[src/hdl/sem_pkg.sv]
// Shared types and constants for the Sobel edge magnitude core.
// No dependencies; every other file in hdl/ except sem_ram imports this package.
package sem_pkg;

  // Frame geometry
  localparam int MAX_WIDTH  = 1024;
  localparam int MAX_HEIGHT = 1024;
  localparam int MIN_DIM    = 3;

  // Field widths
  localparam int CFG_W     = 11;
  localparam int CFG_IDX_W = 1;
  localparam int PIX_W     = 8;
  localparam int MAG_W     = 8;
  localparam int GRAD_W    = 11;               // signed, |G| <= 4*255
  localparam int PROD_W    = 2*GRAD_W - 2;     // G^2 <= 1040400
  localparam int SUM_W     = PROD_W + 1;
  localparam int RAD_W     = 2*MAG_W;          // sqrt input range below saturation

  // Line store addressing and counter widths
  localparam int COL_W = $clog2(MAX_WIDTH);
  localparam int EW_W  = $clog2(MAX_WIDTH + 1);
  localparam int CMP_W = (EW_W > CFG_W) ? EW_W : CFG_W;
  localparam int ROW_W = CFG_W;

  // Queue between front and back
  localparam int QUEUE_DEPTH = 4;
  localparam int QPTR_W      = $clog2(QUEUE_DEPTH);
  localparam int QCNT_W      = $clog2(QUEUE_DEPTH + 1);

  // Register map and reset values
  localparam logic [CFG_IDX_W-1:0] REG_IMAGE_WIDTH  = 1'd0;
  localparam logic [CFG_IDX_W-1:0] REG_IMAGE_HEIGHT = 1'd1;
  localparam logic [CFG_W-1:0]     CFG_DIM_RESET    = CFG_W'(256);

  // Operation codes
  localparam logic OP_PIXEL = 1'b0;
  localparam logic OP_DRAIN = 1'b1;

  localparam logic [MAG_W-1:0] MAG_MAX = '1;

  typedef struct packed {
    logic             operation;
    logic [PIX_W-1:0] pixel;
  } in_word_t;

  typedef struct packed {
    logic [MAG_W-1:0] magnitude;
    logic             frame_last;
  } out_word_t;

  // Gradient pair handed from front to back
  typedef struct packed {
    logic signed [GRAD_W-1:0] gx;
    logic signed [GRAD_W-1:0] gy;
    logic                     frame_last;
  } grad_word_t;

  typedef struct packed {
    logic [QCNT_W-1:0] count;
    logic              empty;
  } q_stat_t;

endpackage

[src/hdl/sem_back.sv]
// Back end: squares the gradients, sums them and takes a saturating
// integer square root, one bit per stage. Depends on sem_pkg.
module sem_back
  import sem_pkg::*;
(
  input  logic       clk,
  input  logic       rst_n,
  input  grad_word_t q_rdata,
  input  q_stat_t    q_stat,
  output logic       q_pop,
  output logic       out_empty,
  input  logic       out_pop,
  output out_word_t  out_word
);

  logic adv;

  // squaring stage
  logic signed [2*GRAD_W-1:0] gx_sq, gy_sq;
  logic                       v1_r;
  logic [PROD_W-1:0]          sqx_r, sqy_r;
  logic                       last1_r;
  logic [SUM_W-1:0]           sum;

  // root stages: index 0 is the summed radicand, index MAG_W the result
  logic [MAG_W:0]     vld_r;
  logic [MAG_W:0]     sat_r;
  logic [MAG_W:0]     last_r;
  logic [RAD_W-1:0]   rad_r  [MAG_W+1];
  logic [RAD_W-1:0]   sq_r   [MAG_W+1];
  logic [MAG_W-1:0]   rt_r   [MAG_W+1];
  logic [RAD_W:0]     cand   [MAG_W];
  logic [RAD_W-1:0]   sq_nxt [MAG_W];
  logic [MAG_W-1:0]   rt_nxt [MAG_W];

  // whole pipeline moves unless the result register is held
  assign adv   = !vld_r[MAG_W] || out_pop;
  assign q_pop = adv && !q_stat.empty;

  assign gx_sq = q_rdata.gx * q_rdata.gx;
  assign gy_sq = q_rdata.gy * q_rdata.gy;
  assign sum   = SUM_W'(sqx_r) + SUM_W'(sqy_r);

  // one root bit per stage: try (r+b)^2 = r^2 + 2rb + b^2
  always_comb begin
    for (int j = 0; j < MAG_W; j++) begin
      cand[j] = (RAD_W+1)'(sq_r[j])
              + ((RAD_W+1)'(rt_r[j]) << (MAG_W - j))
              + ((RAD_W+1)'(1) << (2*(MAG_W - 1 - j)));
      if (cand[j] <= (RAD_W+1)'(rad_r[j])) begin
        sq_nxt[j] = cand[j][RAD_W-1:0];
        rt_nxt[j] = rt_r[j] | (MAG_W'(1) << (MAG_W - 1 - j));
      end else begin
        sq_nxt[j] = sq_r[j];
        rt_nxt[j] = rt_r[j];
      end
    end
  end

  always_ff @(posedge clk) begin
    if (!rst_n) begin
      v1_r  <= 1'b0;
      vld_r <= '0;
    end else if (adv) begin
      v1_r  <= !q_stat.empty;
      vld_r <= {vld_r[MAG_W-1:0], v1_r};
    end
  end

  // payload registers
  always_ff @(posedge clk) begin
    if (adv) begin
      sqx_r     <= gx_sq[PROD_W-1:0];
      sqy_r     <= gy_sq[PROD_W-1:0];
      last1_r   <= q_rdata.frame_last;
      rad_r[0]  <= sum[RAD_W-1:0];
      sat_r[0]  <= |sum[SUM_W-1:RAD_W];
      last_r[0] <= last1_r;
      sq_r[0]   <= '0;
      rt_r[0]   <= '0;
      for (int j = 0; j < MAG_W; j++) begin
        rad_r[j+1]  <= rad_r[j];
        sat_r[j+1]  <= sat_r[j];
        last_r[j+1] <= last_r[j];
        sq_r[j+1]   <= sq_nxt[j];
        rt_r[j+1]   <= rt_nxt[j];
      end
    end
  end

  assign out_empty           = !vld_r[MAG_W];
  assign out_word.magnitude  = sat_r[MAG_W] ? MAG_MAX : rt_r[MAG_W];
  assign out_word.frame_last = last_r[MAG_W];

endmodule

[config.mk]
export PLATFORM = sky130hd
export DESIGN_NAME = sem_back
export DESIGN_NICKNAME = d
export VERILOG_FILES = /design/src/hdl/sem_pkg.sv /design/src/hdl/sem_back.sv
export SDC_FILE = /design/constraint.sdc
export NUM_CORES = 1
export LEC_CHECK = 0
export BUFFER_PORTS_ARGS = -buffer_cell sky130_fd_sc_hd__buf_2
export CORE_MARGIN = 4
export CORE_UTILIZATION = 35
export DETAILED_ROUTE_END_ITERATION = 6
export PLACE_DENSITY = 0.61
export SKIP_CTS_REPAIR_TIMING = 1
export SLEW_MARGIN = 20
export SYNTH_ARGS = -nofsm -noshare
export SYNTH_HDL_FRONTEND = slang
export SYNTH_SLANG_ARGS = --single-unit
[constraint.sdc]
create_clock -name clk -period 11.8 [get_ports clk]
set_clock_uncertainty 0.05 [all_clocks]
set_input_delay 1.18 -clock clk [delete_from_list [all_inputs] [get_ports clk]]
set_output_delay 1.18 -clock clk [all_outputs]
set_load 0.01 [all_outputs]
==> run summary <==
Post-Syn Area: 20040 sq um
Slowest-stage cell, CP: fa_1
#FFs+latches synth: 274
worst hold start: rad_r[0][1]
worst slew pin tran: 947.2 ps
hold endpoint: rad_r[0][17]
via count: 12012
1st-iter DRT viols: 407
Post-synth EDFFs: 264
Chip Height: 247.3 um
worst hold-check path type: reg -> reg
total CTS buffers: 29
CTS tree: yes
post-synth top area share: 39.56%
Final period util: 50.70%
core area: 56500 sq um
syn nets: 2127
Final nets: 2177
Clock Latency Late Sink: 570 ps
syn_area_per_cell: 11.58 sq um
largest net degree at the start of global routing: 128
crit-path max FO: 10
CP Depth: 20
RePlAce Congestion: 0.8662
clk root buf: clkbuf_16
most common cell after layout, fill and taps aside: inv_1
Slew Limit Fails: 0
Max-slew headroom: 36.62%
# port buffers: 37
initial antenna violation count: 0
vias per inst: 4.692
Critical Path RT: 12050 ps
TNS Setup: 0 ps
most frequently used flop master after synthesis: edfxtp_1
post-route DRC violation count: 0
area grow syn2layout: 11.01%
slowest stage delay, CP: 540 ps
maximum level of the CTS H-tree: 1
Synth Instances: 1731
DRT Wirelength: 35.33 mm
CP Class: in -> reg
wire per inst: 13.80 um
die width: 247.3 um
FP Rows: 87
Initial Util: 35.47%
gr ovfl total: 0
Async SR Flop Fraction: 0%
Final ANT Viol Nets: 0
crit-path cells: buf_2 -> inv_1 -> nor2_1 -> inv_1 -> fa_1 -> fa_1 -> inv_1 -> ha_1 -> fa_1 -> inv_1 -> fa_1 -> inv_1 -> ha_1 -> and3_1 -> a221oi_1 -> nor3_1 -> o21ai_0 -> inv_1 -> o21ai_0 -> xnor2_1
status: complete, no violations
clock slew at reported path FFs: 60 ps
final hold violations: 0
Pre-antenna DRT Iters: 5
fill count: 5424
# Max-Cap Violations: 0
critical path's top delay family: adder cells
r2r endpoint: sq_r[0][120]
antenna diode count: 0
arrival time at the worst endpoint: 6240 ps
register area share after synthesis: 40.56%
die area: 61150 sq um
library cells used by synthesis: 68
Worst Path Buf+Inv: 7
WL met1: 13.75 mm
Critical Path Source Type: input port
reg2reg start: rt_r[1][21]
clock buffer depth: 3
share of cells above drive strength 1: 6.929%
top cell type by total area after synthesis: edfxtp_1
met2 wire len: 19.71 mm
DR top layer: met4
reg2reg setup slack: 7230 ps
vias in the first global route: 12942
CP Capture Type: flop
storage element area: 8128 sq um
post-route worst hold slack: 367.8 ps
Crit path top cell by count: inv_1
RSZ-0062 raised after global routing: false
minimum clock period: 5983 ps
hold depth: 0
footprint of the multi-input gates: 10420 sq um
reg2reg path depth: 14
# setup viols final: 0
clock sinks: 274
Ports: 41
first-pass GRT wire length: 60.55 mm
hpwl dp: 27.71 mm
Global Route Usage Sum: 11.94%
synth warn: 0
DR WL met3: 796 um
Synth area leaders: edfxtp_1, fa_1, ha_1
commonest cells after routing, fill and taps aside: inv_1, edfxtp_1, fa_1
top achievable clock speed: 167.1 MHz
-- metrics by stage --
step	utilization (%)	worst slack, ps	std cells	cell area [sq um]
after floorplan	-	3265	1731	20040
after global placement	37.36	5292	2506	21110
after detailed placement	37.36	5256	2506	21110
after CTS	39.38	5833	2560	22250
after global routing	39.38	5454	2560	22250
final	39.38	5817	2560	22250
-- worst register-to-register path, cell delays in order (launching register included) --
cell and delay (ps):
edfxtp_1 420, ha_1 400, nand4_1 130, a21boi_0 290, o31a_1 230, and3_1 260, and3_1 240, xor2_1 80
ha_1 300, nand4_1 90, or4_1 400, o32a_1 350, o211a_2 140, a41oi_2 560, mux2_4 350
-- logic make-up (layout without fill, tap and decap cells) --
kind of cell / Yosys count / after routing / synth area share, %
muxes: 14 / 14 / 0.8492
xor gates and xnor gates: 118 / 118 / 5.195
DFF: 274 / 274 / 40.56
and+or+nand+nor: 348 / 348 / 8.922
AOI/OAI and AO/OA: 216 / 216 / 7.124
adders and majority gates: 366 / 366 / 29.90
buffers and inverters: 395 / 468 / 7.455
-- final cells by class --
class	instances	share of cell area (%)
Clock buffer	30	3.279
Tap cell	756	4.252
Inverter	375	6.361
Clock inverter	24	1.839
Timing Repair Buffer	39	0.8999
Multi-Input combinational cell	1062	46.83
Sequential cell	274	36.54
-- metal layers --
| metal | GRT usage (%) | up-vias |
|---|---|---|
| met5 | 0 | - |
| met4 | 3.401 | 0 |
| met3 | 1.453 | 62 |
| met2 | 23.76 | 141 |
| met1 | 13.19 | 5980 |
| li1 | - | 5829 |
-- cells in the mapped netlist (33+ instances only) --
master and instances:
a21oi_1 67, nor2b_1 34, ha_1 178, xor2_1 33, and2_1 58, nand2_1 95, xnor2_1 84, nor2_1 63
fa_1 188, inv_1 374, edfxtp_1 264
-- state kept, by name, indices dropped and copies added (netlist names) --
signal and cells:
sqy_r 19, last_r 9, v1_r 1, last1_r 1
sq_r 49, rad_r 128, sqx_r 19, sat_r 9
vld_r 9, rt_r 30
-- how the worst max path moves through the flow --
stage | from | to
final | q_rdata[1] | sqy_r[17]
after global routing | q_rdata[1] | sqy_r[17]
after CTS | q_rdata[1] | sqy_r[17]
after detailed placement | q_rdata[1] | sqy_r[17]
after global placement | q_rdata[8] | sqy_r[17]
after floorplan | out_pop | last1_r
Power is not shown: default switching activity piles up to over one toggle a cycle in this logic, so the estimate is an artifact.
