===== src/hdl/sem_pkg.sv =====
// Shared types and constants for the Sobel edge magnitude core.
// No dependencies; every other file in hdl/ except sem_ram imports this package.
package sem_pkg;

  // Frame geometry
  localparam int MAX_WIDTH  = 1024;
  localparam int MAX_HEIGHT = 1024;
  localparam int MIN_DIM    = 3;

  // Field widths
  localparam int CFG_W     = 11;
  localparam int CFG_IDX_W = 1;
  localparam int PIX_W     = 8;
  localparam int MAG_W     = 8;
  localparam int GRAD_W    = 11;               // signed, |G| <= 4*255
  localparam int PROD_W    = 2*GRAD_W - 2;     // G^2 <= 1040400
  localparam int SUM_W     = PROD_W + 1;
  localparam int RAD_W     = 2*MAG_W;          // sqrt input range below saturation

  // Line store addressing and counter widths
  localparam int COL_W = $clog2(MAX_WIDTH);
  localparam int EW_W  = $clog2(MAX_WIDTH + 1);
  localparam int CMP_W = (EW_W > CFG_W) ? EW_W : CFG_W;
  localparam int ROW_W = CFG_W;

  // Queue between front and back
  localparam int QUEUE_DEPTH = 4;
  localparam int QPTR_W      = $clog2(QUEUE_DEPTH);
  localparam int QCNT_W      = $clog2(QUEUE_DEPTH + 1);

  // Register map and reset values
  localparam logic [CFG_IDX_W-1:0] REG_IMAGE_WIDTH  = 1'd0;
  localparam logic [CFG_IDX_W-1:0] REG_IMAGE_HEIGHT = 1'd1;
  localparam logic [CFG_W-1:0]     CFG_DIM_RESET    = CFG_W'(256);

  // Operation codes
  localparam logic OP_PIXEL = 1'b0;
  localparam logic OP_DRAIN = 1'b1;

  localparam logic [MAG_W-1:0] MAG_MAX = '1;

  typedef struct packed {
    logic             operation;
    logic [PIX_W-1:0] pixel;
  } in_word_t;

  typedef struct packed {
    logic [MAG_W-1:0] magnitude;
    logic             frame_last;
  } out_word_t;

  // Gradient pair handed from front to back
  typedef struct packed {
    logic signed [GRAD_W-1:0] gx;
    logic signed [GRAD_W-1:0] gy;
    logic                     frame_last;
  } grad_word_t;

  typedef struct packed {
    logic [QCNT_W-1:0] count;
    logic              empty;
  } q_stat_t;

endpackage


===== src/hdl/sem_queue.sv =====
// Small register queue carrying gradient words from front to back.
// Depends on sem_pkg.
module sem_queue
  import sem_pkg::*;
(
  input  logic       clk,
  input  logic       rst_n,
  input  logic       push,
  input  grad_word_t wdata,
  input  logic       pop,
  output grad_word_t rdata,
  output q_stat_t    stat
);

  grad_word_t        mem_r [QUEUE_DEPTH];
  logic [QPTR_W-1:0] wr_ptr_r, wr_ptr_nxt;
  logic [QPTR_W-1:0] rd_ptr_r, rd_ptr_nxt;
  logic [QCNT_W-1:0] count_r, count_nxt;

  // pointer wrap and occupancy
  always_comb begin
    wr_ptr_nxt = wr_ptr_r;
    rd_ptr_nxt = rd_ptr_r;
    count_nxt  = count_r;
    if (push) begin
      wr_ptr_nxt = (wr_ptr_r == QPTR_W'(QUEUE_DEPTH - 1)) ? '0 : wr_ptr_r + QPTR_W'(1);
    end
    if (pop) begin
      rd_ptr_nxt = (rd_ptr_r == QPTR_W'(QUEUE_DEPTH - 1)) ? '0 : rd_ptr_r + QPTR_W'(1);
    end
    if (push && !pop) begin
      count_nxt = count_r + QCNT_W'(1);
    end else if (!push && pop) begin
      count_nxt = count_r - QCNT_W'(1);
    end
  end

  always_ff @(posedge clk) begin
    if (!rst_n) begin
      wr_ptr_r <= '0;
      rd_ptr_r <= '0;
      count_r  <= '0;
    end else begin
      wr_ptr_r <= wr_ptr_nxt;
      rd_ptr_r <= rd_ptr_nxt;
      count_r  <= count_nxt;
    end
  end

  // storage, no reset needed
  always_ff @(posedge clk) begin
    if (push) begin
      mem_r[wr_ptr_r] <= wdata;
    end
  end

  assign rdata       = mem_r[rd_ptr_r];
  assign stat.count  = count_r;
  assign stat.empty  = (count_r == '0);

endmodule


===== config.mk =====
export PLATFORM = sky130hd
export DESIGN_NAME = sem_queue
export DESIGN_NICKNAME = d
export VERILOG_FILES = /design/src/hdl/sem_pkg.sv /design/src/hdl/sem_queue.sv
export SDC_FILE = /design/constraint.sdc
export NUM_CORES = 1
export LEC_CHECK = 0
export ABC_CLOCK_PERIOD_IN_PS = 1490
export BUFFER_PORTS_ARGS = -buffer_cell sky130_fd_sc_hd__buf_2
export CAP_MARGIN = 10
export CORE_ASPECT_RATIO = 0.7
export CORE_UTILIZATION = 40
export DETAILED_ROUTE_END_ITERATION = 10
export PLACE_DENSITY = 0.68
export SLEW_MARGIN = 20
export SYNTH_ARGS = -nofsm -noshare
export SYNTH_HDL_FRONTEND = slang
export SYNTH_SLANG_ARGS = --single-unit

===== constraint.sdc =====
create_clock -name clk -period 1.49 [get_ports clk]
set_input_delay 0.0745 -clock clk [delete_from_list [all_inputs] [get_ports clk]]
set_output_delay 0.0745 -clock clk [all_outputs]
set_load 0.02 [all_outputs]

==> results of run 1 <==
[what timing repair did]
item	4_1_cts	5_1_grt
hold buffers	23	0
gates resized for setup	51	5
cloned	1	0
setup buffers	1	1
endpoints found under the setup margin	23	93
endpoints found under the hold margin	92	0
[layer usage]
| metal | routed length [um] | vias to the layer above | global-route usage [%] |
|---|---|---|---|
| met5 | 0 | - | 0 |
| met4 | 70 | 0 | 4.14 |
| met3 | 296 | 5 | 6.15 |
| met2 | 3050 | 48 | 20.7 |
| met1 | 2780 | 906 | 18.5 |
| li1 | - | 852 | - |
[cell families after synthesis]
family	after synthesis	share of synthesized area [%]
AO/OA/AOI/OAI	3	0.526
XOR/XNOR	2	0.461
adder cells (fa/ha/maj)	7	2.50
buffers and inverters	9	2.01
flip-flops	101	77.4
multiplexers	27	15.0
AND/OR/NAND/NOR	14	2.17
[synthesized netlist by cell type]
master | n | area [um2]
a21boi_0 | 1 | 7.51
and2_1 | 5 | 31.3
buf_12 | 2 | 40.0
buf_2 | 2 | 10.0
buf_6 | 1 | 11.3
dfxtp_1 | 9 | 180
edfxtp_1 | 92 | 2760
fa_1 | 1 | 20.0
ha_1 | 6 | 75.1
inv_1 | 4 | 15.0
mux2i_1 | 4 | 40.0
mux4_1 | 3 | 78.8
mux4_2 | 20 | 450
nor2_1 | 1 | 3.75
nor2b_1 | 5 | 31.3
nor3_1 | 2 | 10.0
o21a_1 | 1 | 7.51
o21ai_0 | 1 | 5.00
or3_1 | 1 | 6.26
xnor2_1 | 1 | 8.76
xor2_1 | 1 | 8.76
[metrics by stage]
stage | hold slack [ns] | setup slack [ns]
floorplan | 0.173 | 0.0346
global placement | 0.292 | 0.0125
detailed placement | 0.292 | -0.0655
CTS | 0.0340 | -0.230
global route | 0.0382 | -0.251
finish | 0.0498 | -0.213
[layout make-up]
class                      instances  area, um2  area share [%]
clock buffer                       9        225            4.52
multi-input combinational         53        785            15.7
clock inverter                     4       51.3            1.03
inverter                           4       15.0           0.301
tap                              124        155            3.11
sequential                       101       2950            59.1
timing repair buffer              90        807            16.2
[path summary, 6_finish.rpt]
kind         cells past startpoint  slack (ns)  startpoint    endpoint
max                              3       -0.21    register   rdata[15]
min                              2        0.05       rst_n    register
max reg2reg                      4        0.09  count_r[0]  count_r[2]
min reg2reg                      2        0.52  count_r[2]  count_r[2]
[registers in the layout, indices dropped and copies added (netlist names), named ones only]
name / flops
mem_r: 92
count_r: 3
rd_ptr_r: 2
wr_ptr_r: 2
[report_power, final]
group / leakage [nW] / switching, W / internal, W
clock network: 0.134 / 0.000917 / 0.00127
logic: 0.709 / 0.000409 / 0.000454
registers: 0.920 / 0.0000584 / 0.00324
==> flow_summary.toml, run 1 <==
[outcome]
violations = "setup timing"
status = "complete, but fails checks"

[clocking]
cts_root_buf = "clkbuf_16"
insertion_delay_ns = 0.34
cts.sinks = 101
cts_tree = "built"
path_clk_slew_ns = 0.06
clk_path_buf_depth = 2
cts-buffers-inserted = 9
htreeDepth = 3

[route]
wire_per_inst_um = 16.1
drtIter0Drc = 138
dr.pass1.iters = 4
routed_via_density = 4.70
ant_nets = 0
post-route-drc-count = 0
via_count = 1811
wirelength_um = 6200

[timing]
rsz0062_at_grt = "yes"
timing_hold_violations_final = 0
setup_tns_ns = -3.98
clock_skew_ns = 0.00865
final-max-slew-violation-count = 0
fin_crit_ns = 1.70
setup_viol = 23
fmax_ghz = 0.587
slew_headroom_pct = 76.5
finalCritPeriodShare_pct = 114
fin_ws_ns = -0.213
max_slew.worst_pin.slew_ns = 0.353

[pwr]
ir_drop_mv = 0.599
p_leak_nw = 1.76
p_per_area_nw_per_um2 = 1270
power.total_w = 0.00635

[global_route]
globalRouteOverflowTotal = 0
grt_usage_pct = 13.9
grt_pass1_wl_um = 10000
antenna_found_initial = 0
grt_pass1_vias = 1901
grt_max_degree = 24

[run]
cap_violations = 0

[logic_synthesis]
synth_fp_nets = 197
ys_warn_count = 0
synthCells = 163
synth_area_per_cell_um2 = 23.3
synth_cell_types = 21
netlist_area_um2 = 3800
yosysSeqAreaShare_pct = 77.4
synth_seq_cells = 101

[worst_setup_path]
startpoint_type = "register"
cp_cell_sequence = "buf_12, mux4_2, buf_6"
crit_family = "multiplexers"
required_ns = 1.42
critPathBufInv = 2
arrival_ns = 1.63
crit_path_max_incr_delay_ns = 0.53
worstPathMaxFanout = 7
crit_type = "register to primary output"
cp_slowest_cell = "mux4_2"
endpoint_kind = "primary output"

[cells_and_area]
syn_to_final_growth_pct = 31.1
nFillCells = 732
layout.nets = 293
fin_util_pct = 54.5
diodes = 0
drive_above_1_share_pct = 42.1
instances_no_fill = 385
final_cell_mix = "edfxtp_1, buf_2, buf_6"
mostFrequentLayoutCell = "edfxtp_1"
design_area_um2 = 4990

[floorplan]
die-width_um = 119
die-area_um2 = 9910
fp.dieH_um = 83.6
core_um2 = 9140
rows = 29
io_pins = 54
start_util_pct = 41.6

[placed_design]
dp_hpwl_um = 3800
placed_area_um2 = 4300
gp_congestion = 0.673
post-place-cells = 347
portBuffers = 53

[worst_hold_path]
holdCritPathClass = "input port to register"
No activity file was read; power rests on OpenSTA's default activity.
==> run 2: changes to the inputs <==
ABC_AREA = 1   (was default)
==> flow_summary.toml, run 2 <==
[logic_synthesis]
yosysTopAreaCellShare_pct = 71.1
synth_common_cells = "edfxtp_1, nor2_1, o21ai_0"
async_flop_share_pct = 0
synthCells = 280
netlist_top_cells_area = "edfxtp_1, nor2_1, dfxtp_1, o21ai_0, o22ai_1"
synth_seq_cells = 101
ys_warn_count = 0
synth_fp_nets = 314
yosysMostFrequentCell = "edfxtp_1"
yosysSeqAreaShare_pct = 75.7
netlist_area_um2 = 3880
synth_area_per_cell_um2 = 13.9
synth_flop_cell = "edfxtp_1"
synth_cell_types = 21
synth_edf_count = 92
yosysTopAreaCell = "edfxtp_1"

[cells_and_area]
largestRegisters = "mem_r (92), count_r (3)"
regArea_um2 = 2950
largest_reg_flops = 92
design_area_um2 = 5440
layout.nets = 415
final_cell_mix = "edfxtp_1, nor2_1, buf_2"
mostFrequentLayoutCell = "edfxtp_1"
syn_to_final_growth_pct = 40.1
drive_above_1_share_pct = 35.2
largest-register = "mem_r"
diodes = 0
nFillCells = 729
multi_input_comb_area_um2 = 963

[route]
via_count = 2533
drtIter0Drc = 95
post-route-drc-count = 0
wire_per_inst_um = 16.4
dr.pass1.iters = 6
ant_nets = 0
routed_via_density = 4.97
wirelength_um = 8360

[worst_setup_path]
worstPathMaxFanout = 7
crit_path_max_incr_delay_ns = 0.40
required_ns = 1.42
cp_slowest_cell = "dfxtp_4"
startpoint_type = "register"
cp_cell_sequence = "buf_12, buf_12, o21ai_1, o22ai_1, buf_4"
arrival_ns = 1.46
crit_top_cell = "buf_12"
crit_family = "buffers and inverters"
crit_type = "register to primary output"
critPathBufInv = 3
endpoint_kind = "primary output"

[timing]
rsz0062_at_grt = "yes"
slew_headroom_pct = 84.4
fin_ws_ns = -0.0426
whs_ns = 0.0204
max_slew.worst_pin.slew_ns = 0.231
finalCritPeriodShare_pct = 103
fmax_ghz = 0.653
setup_viol = 7
timing_hold_violations_final = 0
final-max-slew-violation-count = 0
setup_tns_ns = -0.117
fin_crit_ns = 1.53
clock_skew_ns = 0.00468

[pwr]
p_per_area_nw_per_um2 = 1230
p_leak_nw = 2.03
ir_drop_mv = 0.627

[clocking]
path_clk_slew_ns = 0.06
cts_tree = "built"
cts-buffers-inserted = 9
cts.sinks = 101
clk_path_buf_depth = 2
cts_root_buf = "clkbuf_16"
insertion_delay_ns = 0.34
htreeDepth = 3

[placed_design]
placed_area_um2 = 4380
gp_congestion = 0.762
portBuffers = 53
dp_hpwl_um = 4880

[outcome]
violations = "setup timing"
status = "complete, but fails checks"

[floorplan]
start_util_pct = 42.0
rows = 29
core_um2 = 9250
die-width_um = 120
die-area_um2 = 10100
fp.dieH_um = 84.5
io_pins = 54

[global_route]
grt_pass1_wl_um = 12900
antenna_found_initial = 0
grt_pass1_vias = 2489
globalRouteOverflowTotal = 0
grt_usage_pct = 17.6
grt_max_degree = 24

[run]
cap_violations = 0

[worst_hold_path]
holdCritPathClass = "input port to register"
run 2: timing repair:
item / 4_1_cts / 5_1_grt
hold buffers: 23 / 0
pin swaps: 21 / 28
hold endpoints to repair: 92 / 0
gates cloned: 3 / 0
setup endpoints to repair: 23 / 23
buffers inserted: 5 / 1
resized for setup: 81 / 48
run 2: cell families (layout without fill, tap and decap cells):
kind of cell | Yosys count | in the layout | share of synthesized area [%]
buffers and inverters | 29 | 135 | 4.51
and+or+nand+nor | 67 | 67 | 6.67
adders and majority gates | 7 | 7 | 2.45
AOI/OAI and AO/OA | 75 | 75 | 10.4
xor gates and xnor gates | 1 | 1 | 0.225
DFF | 101 | 101 | 75.7
run 2: layout make-up:
type	count	area share, %
clock buffer	12	4.53
clock inverter	4	0.920
inverter	16	1.45
multi-input combinational	150	17.7
sequential	101	54.2
tap	124	2.85
timing repair buffer	102	18.1
timing repair inverter	1	0.299
run 2: worst register-to-register path, cell delays in order (launching register included):
cell and delay [ns]:
dfxtp_1 0.35, inv_1 0.09, ha_1 0.15, nand2_1 0.05, inv_1 0.13, buf_4 0.22
run 2: power by group:
part | switching, W | internal, W | total (W)
combinational | 0.000608 | 0.000513 | 0.00112
clock | 0.000948 | 0.00134 | 0.00229
sequential | 0.0000619 | 0.00323 | 0.00329
run 2: metal layers:
metal | part of all wire [%] | global-route usage, % | up-vias
li1 | - | - | 1227
met1 | 45 | 23.3 | 1244
met5 | 0 | 0 | -
met4 | 1.0 | 5.11 | 0
met3 | 4.7 | 6.93 | 7
met2 | 49 | 27.0 | 55
run 2: final timing paths:
path          startpoint           to  slack, ns  cells past startpoint
min                rst_n   count_r[2]       0.02                      3
min reg2reg  wr_ptr_r[1]  wr_ptr_r[1]       0.54                      2
max reg2reg  wr_ptr_r[0]  mem_r[2][8]       0.21                      5
max             register     rdata[5]      -0.04                      5
run 2: per-stage QoR:
| step | util [%] | setup WS [ns] | power [W] | std cells |
|---|---|---|---|---|
| floorplan | - | 0.0610 | 0.00382 | 280 |
| global placement | 47.4 | 0.215 | 0.00411 | 462 |
| detailed placement | 47.4 | 0.128 | 0.00413 | 462 |
| CTS | 56.8 | -0.0410 | 0.00665 | 509 |
| global route | 58.8 | -0.0925 | 0.00696 | 510 |
| finish | 58.8 | -0.0426 | 0.00671 | 510 |
==> run 3: changes to the inputs <==
==> constraint.sdc (replaced) <==
create_clock -name clk -period 1.49 [get_ports clk]
set_input_delay 0.149 -clock clk [delete_from_list [all_inputs] [get_ports clk]]
set_output_delay 0.149 -clock clk [all_outputs]
set_load 0.02 [all_outputs]
==> flow_summary.toml, run 3 (synthesis results as in run 2) <==
[outcome]
status = "complete, but fails checks"
violations = "setup timing"

[timing]
fin_crit_ns = 1.58
fmax_ghz = 0.631
fin_ws_ns = -0.0942
rsz0062_at_grt = "yes"
timing_hold_violations_final = 0
finalCritPeriodShare_pct = 106
slew_headroom_pct = 85.7
whs_ns = 0.0146
clock_skew_ns = 0.00280
max_slew.worst_pin.slew_ns = 0.213
setup_viol = 23
final-max-slew-violation-count = 0

[cells_and_area]
largestRegisters = "mem_r (92), count_r (3)"
final_cell_mix = "edfxtp_1, nor2_1, buf_2"
mostFrequentLayoutCell = "edfxtp_1"
largest_reg_flops = 92
layout.nets = 385
drive_above_1_share_pct = 30.9
largest-register = "mem_r"
nFillCells = 788
multi_input_comb_area_um2 = 841
syn_to_final_growth_pct = 27.4
regArea_um2 = 2950
diodes = 0

[worst_setup_path]
cp_cell_sequence = "buf_12, inv_16, o21ai_1, o22ai_1, buf_4"
endpoint_kind = "primary output"
worstPathMaxFanout = 23
crit_family = "buffers and inverters"
cp_slowest_cell = "dfxtp_4"
required_ns = 1.34
startpoint_type = "register"
crit_type = "register to primary output"
crit_path_max_incr_delay_ns = 0.42
critPathBufInv = 3
arrival_ns = 1.44

[floorplan]
rows = 29
die-width_um = 120
core_um2 = 9250
start_util_pct = 42.0
fp.dieH_um = 84.5
die-area_um2 = 10100
io_pins = 54

[clocking]
path_clk_slew_ns = 0.06
cts-buffers-inserted = 9
htreeDepth = 3
clk_path_buf_depth = 2
cts.sinks = 101
cts_tree = "built"
insertion_delay_ns = 0.34
cts_root_buf = "clkbuf_16"
cts_hold_buf = 0

[global_route]
grt_max_degree = 24
grt_pass1_wl_um = 12500
grt_pass1_vias = 2359
antenna_found_initial = 0
grt_usage_pct = 17.0
globalRouteOverflowTotal = 0

[placed_design]
gp_congestion = 0.739
place_ws_ns = 0.0915
portBuffers = 53
dp_hpwl_um = 4680

[route]
drtIter0Drc = 115
wirelength_um = 7910
ant_nets = 0
wire_per_inst_um = 16.5
dr.pass1.iters = 4
routed_via_density = 5.08
via_count = 2436
post-route-drc-count = 0

[run]
cap_violations = 0

[pwr]
p_per_area_nw_per_um2 = 1310
ir_drop_mv = 0.760
p_leak_nw = 1.84
power.total_w = 0.00648

[worst_hold_path]
holdCritPathClass = "input port to register"
[run 3: cell types whose count changed in the layout (fill, tap and decap cells not counted), sizes merged]
cell and change:
buf -8, bufinv -1, clkbuf +2, clkinv -1, dlygate4sd3 -23, inv +1
[run 3: layout make-up]
| type | count | share of cell area [%] |
|---|---|---|
| Timing Repair Buffer | 71 | 12.1 |
| Multi-Input combinational cell | 150 | 17.0 |
| Inverter | 16 | 1.54 |
| Sequential cell | 101 | 59.6 |
| Clock buffer | 14 | 5.74 |
| Clock inverter | 2 | 0.303 |
| Timing Repair inverter | 2 | 0.632 |
| Tap cell | 124 | 3.13 |
[run 3: repair_timing]
| item | 4_1_cts | 5_1_grt |
|---|---|---|
| setup buffers | 3 | 0 |
| resized for setup | 44 | 28 |
| pin swaps | 2 | 6 |
| setup endpoints to repair | 23 | 23 |
| gates cloned | 4 | 0 |
[run 3: worst paths after layout]
| path | start | endpoint | slack (ns) | cells after the start |
|---|---|---|---|---|
| hold / removal | wdata[4] | mem_r[3][4] | 0.01 | 1 |
| setup reg to reg | wr_ptr_r[0] | mem_r[3][16] | 0.25 | 4 |
| hold reg to reg | wr_ptr_r[1] | wr_ptr_r[1] | 0.53 | 2 |
| setup / recovery | register | rdata[1] | -0.09 | 5 |
[run 3: per-stage QoR]
stage	cell area, um2	TNS, ns	utilization [%]	cells
after floorplan	3880	0	-	280
after global placement	4370	0	47.2	457
after detailed placement	4370	0	47.2	457
after CTS	4860	-1.92	52.5	480
after global routing	4950	-2.80	53.5	480
final	4950	-1.39	53.5	480
[run 3: power by group]
part / leakage, nW / switching [W] / total [W] / internal [W]
Sequential: 0.921 / 0.0000583 / 0.00329 / 0.00323
Clock: 0.141 / 0.000936 / 0.00225 / 0.00131
Combinational: 0.783 / 0.000557 / 0.000942 / 0.000385
Total: 1.84 / 0.00155 / 0.00648 / 0.00493
[run 3: worst register-to-register path: cells and delay by family (launching register included)]
kind                     cells  cell delay, ns
buffers and inverters        2            0.29
flip-flops                   1            0.40
AND/OR/NAND/NOR              1            0.06
adder cells (fa/ha/maj)      1            0.19
[run 3: metal layers]
layer | vias to the layer above | routed length, um | global-route usage, % | share of wire (%)
met3 | 11 | 405 | 4.89 | 5.1
met1 | 1185 | 3550 | 21.1 | 45
met2 | 72 | 3800 | 27.9 | 48
met5 | - | 0 | 0 | 0
met4 | 0 | 152 | 7.39 | 1.9
li1 | 1168 | - | - | -
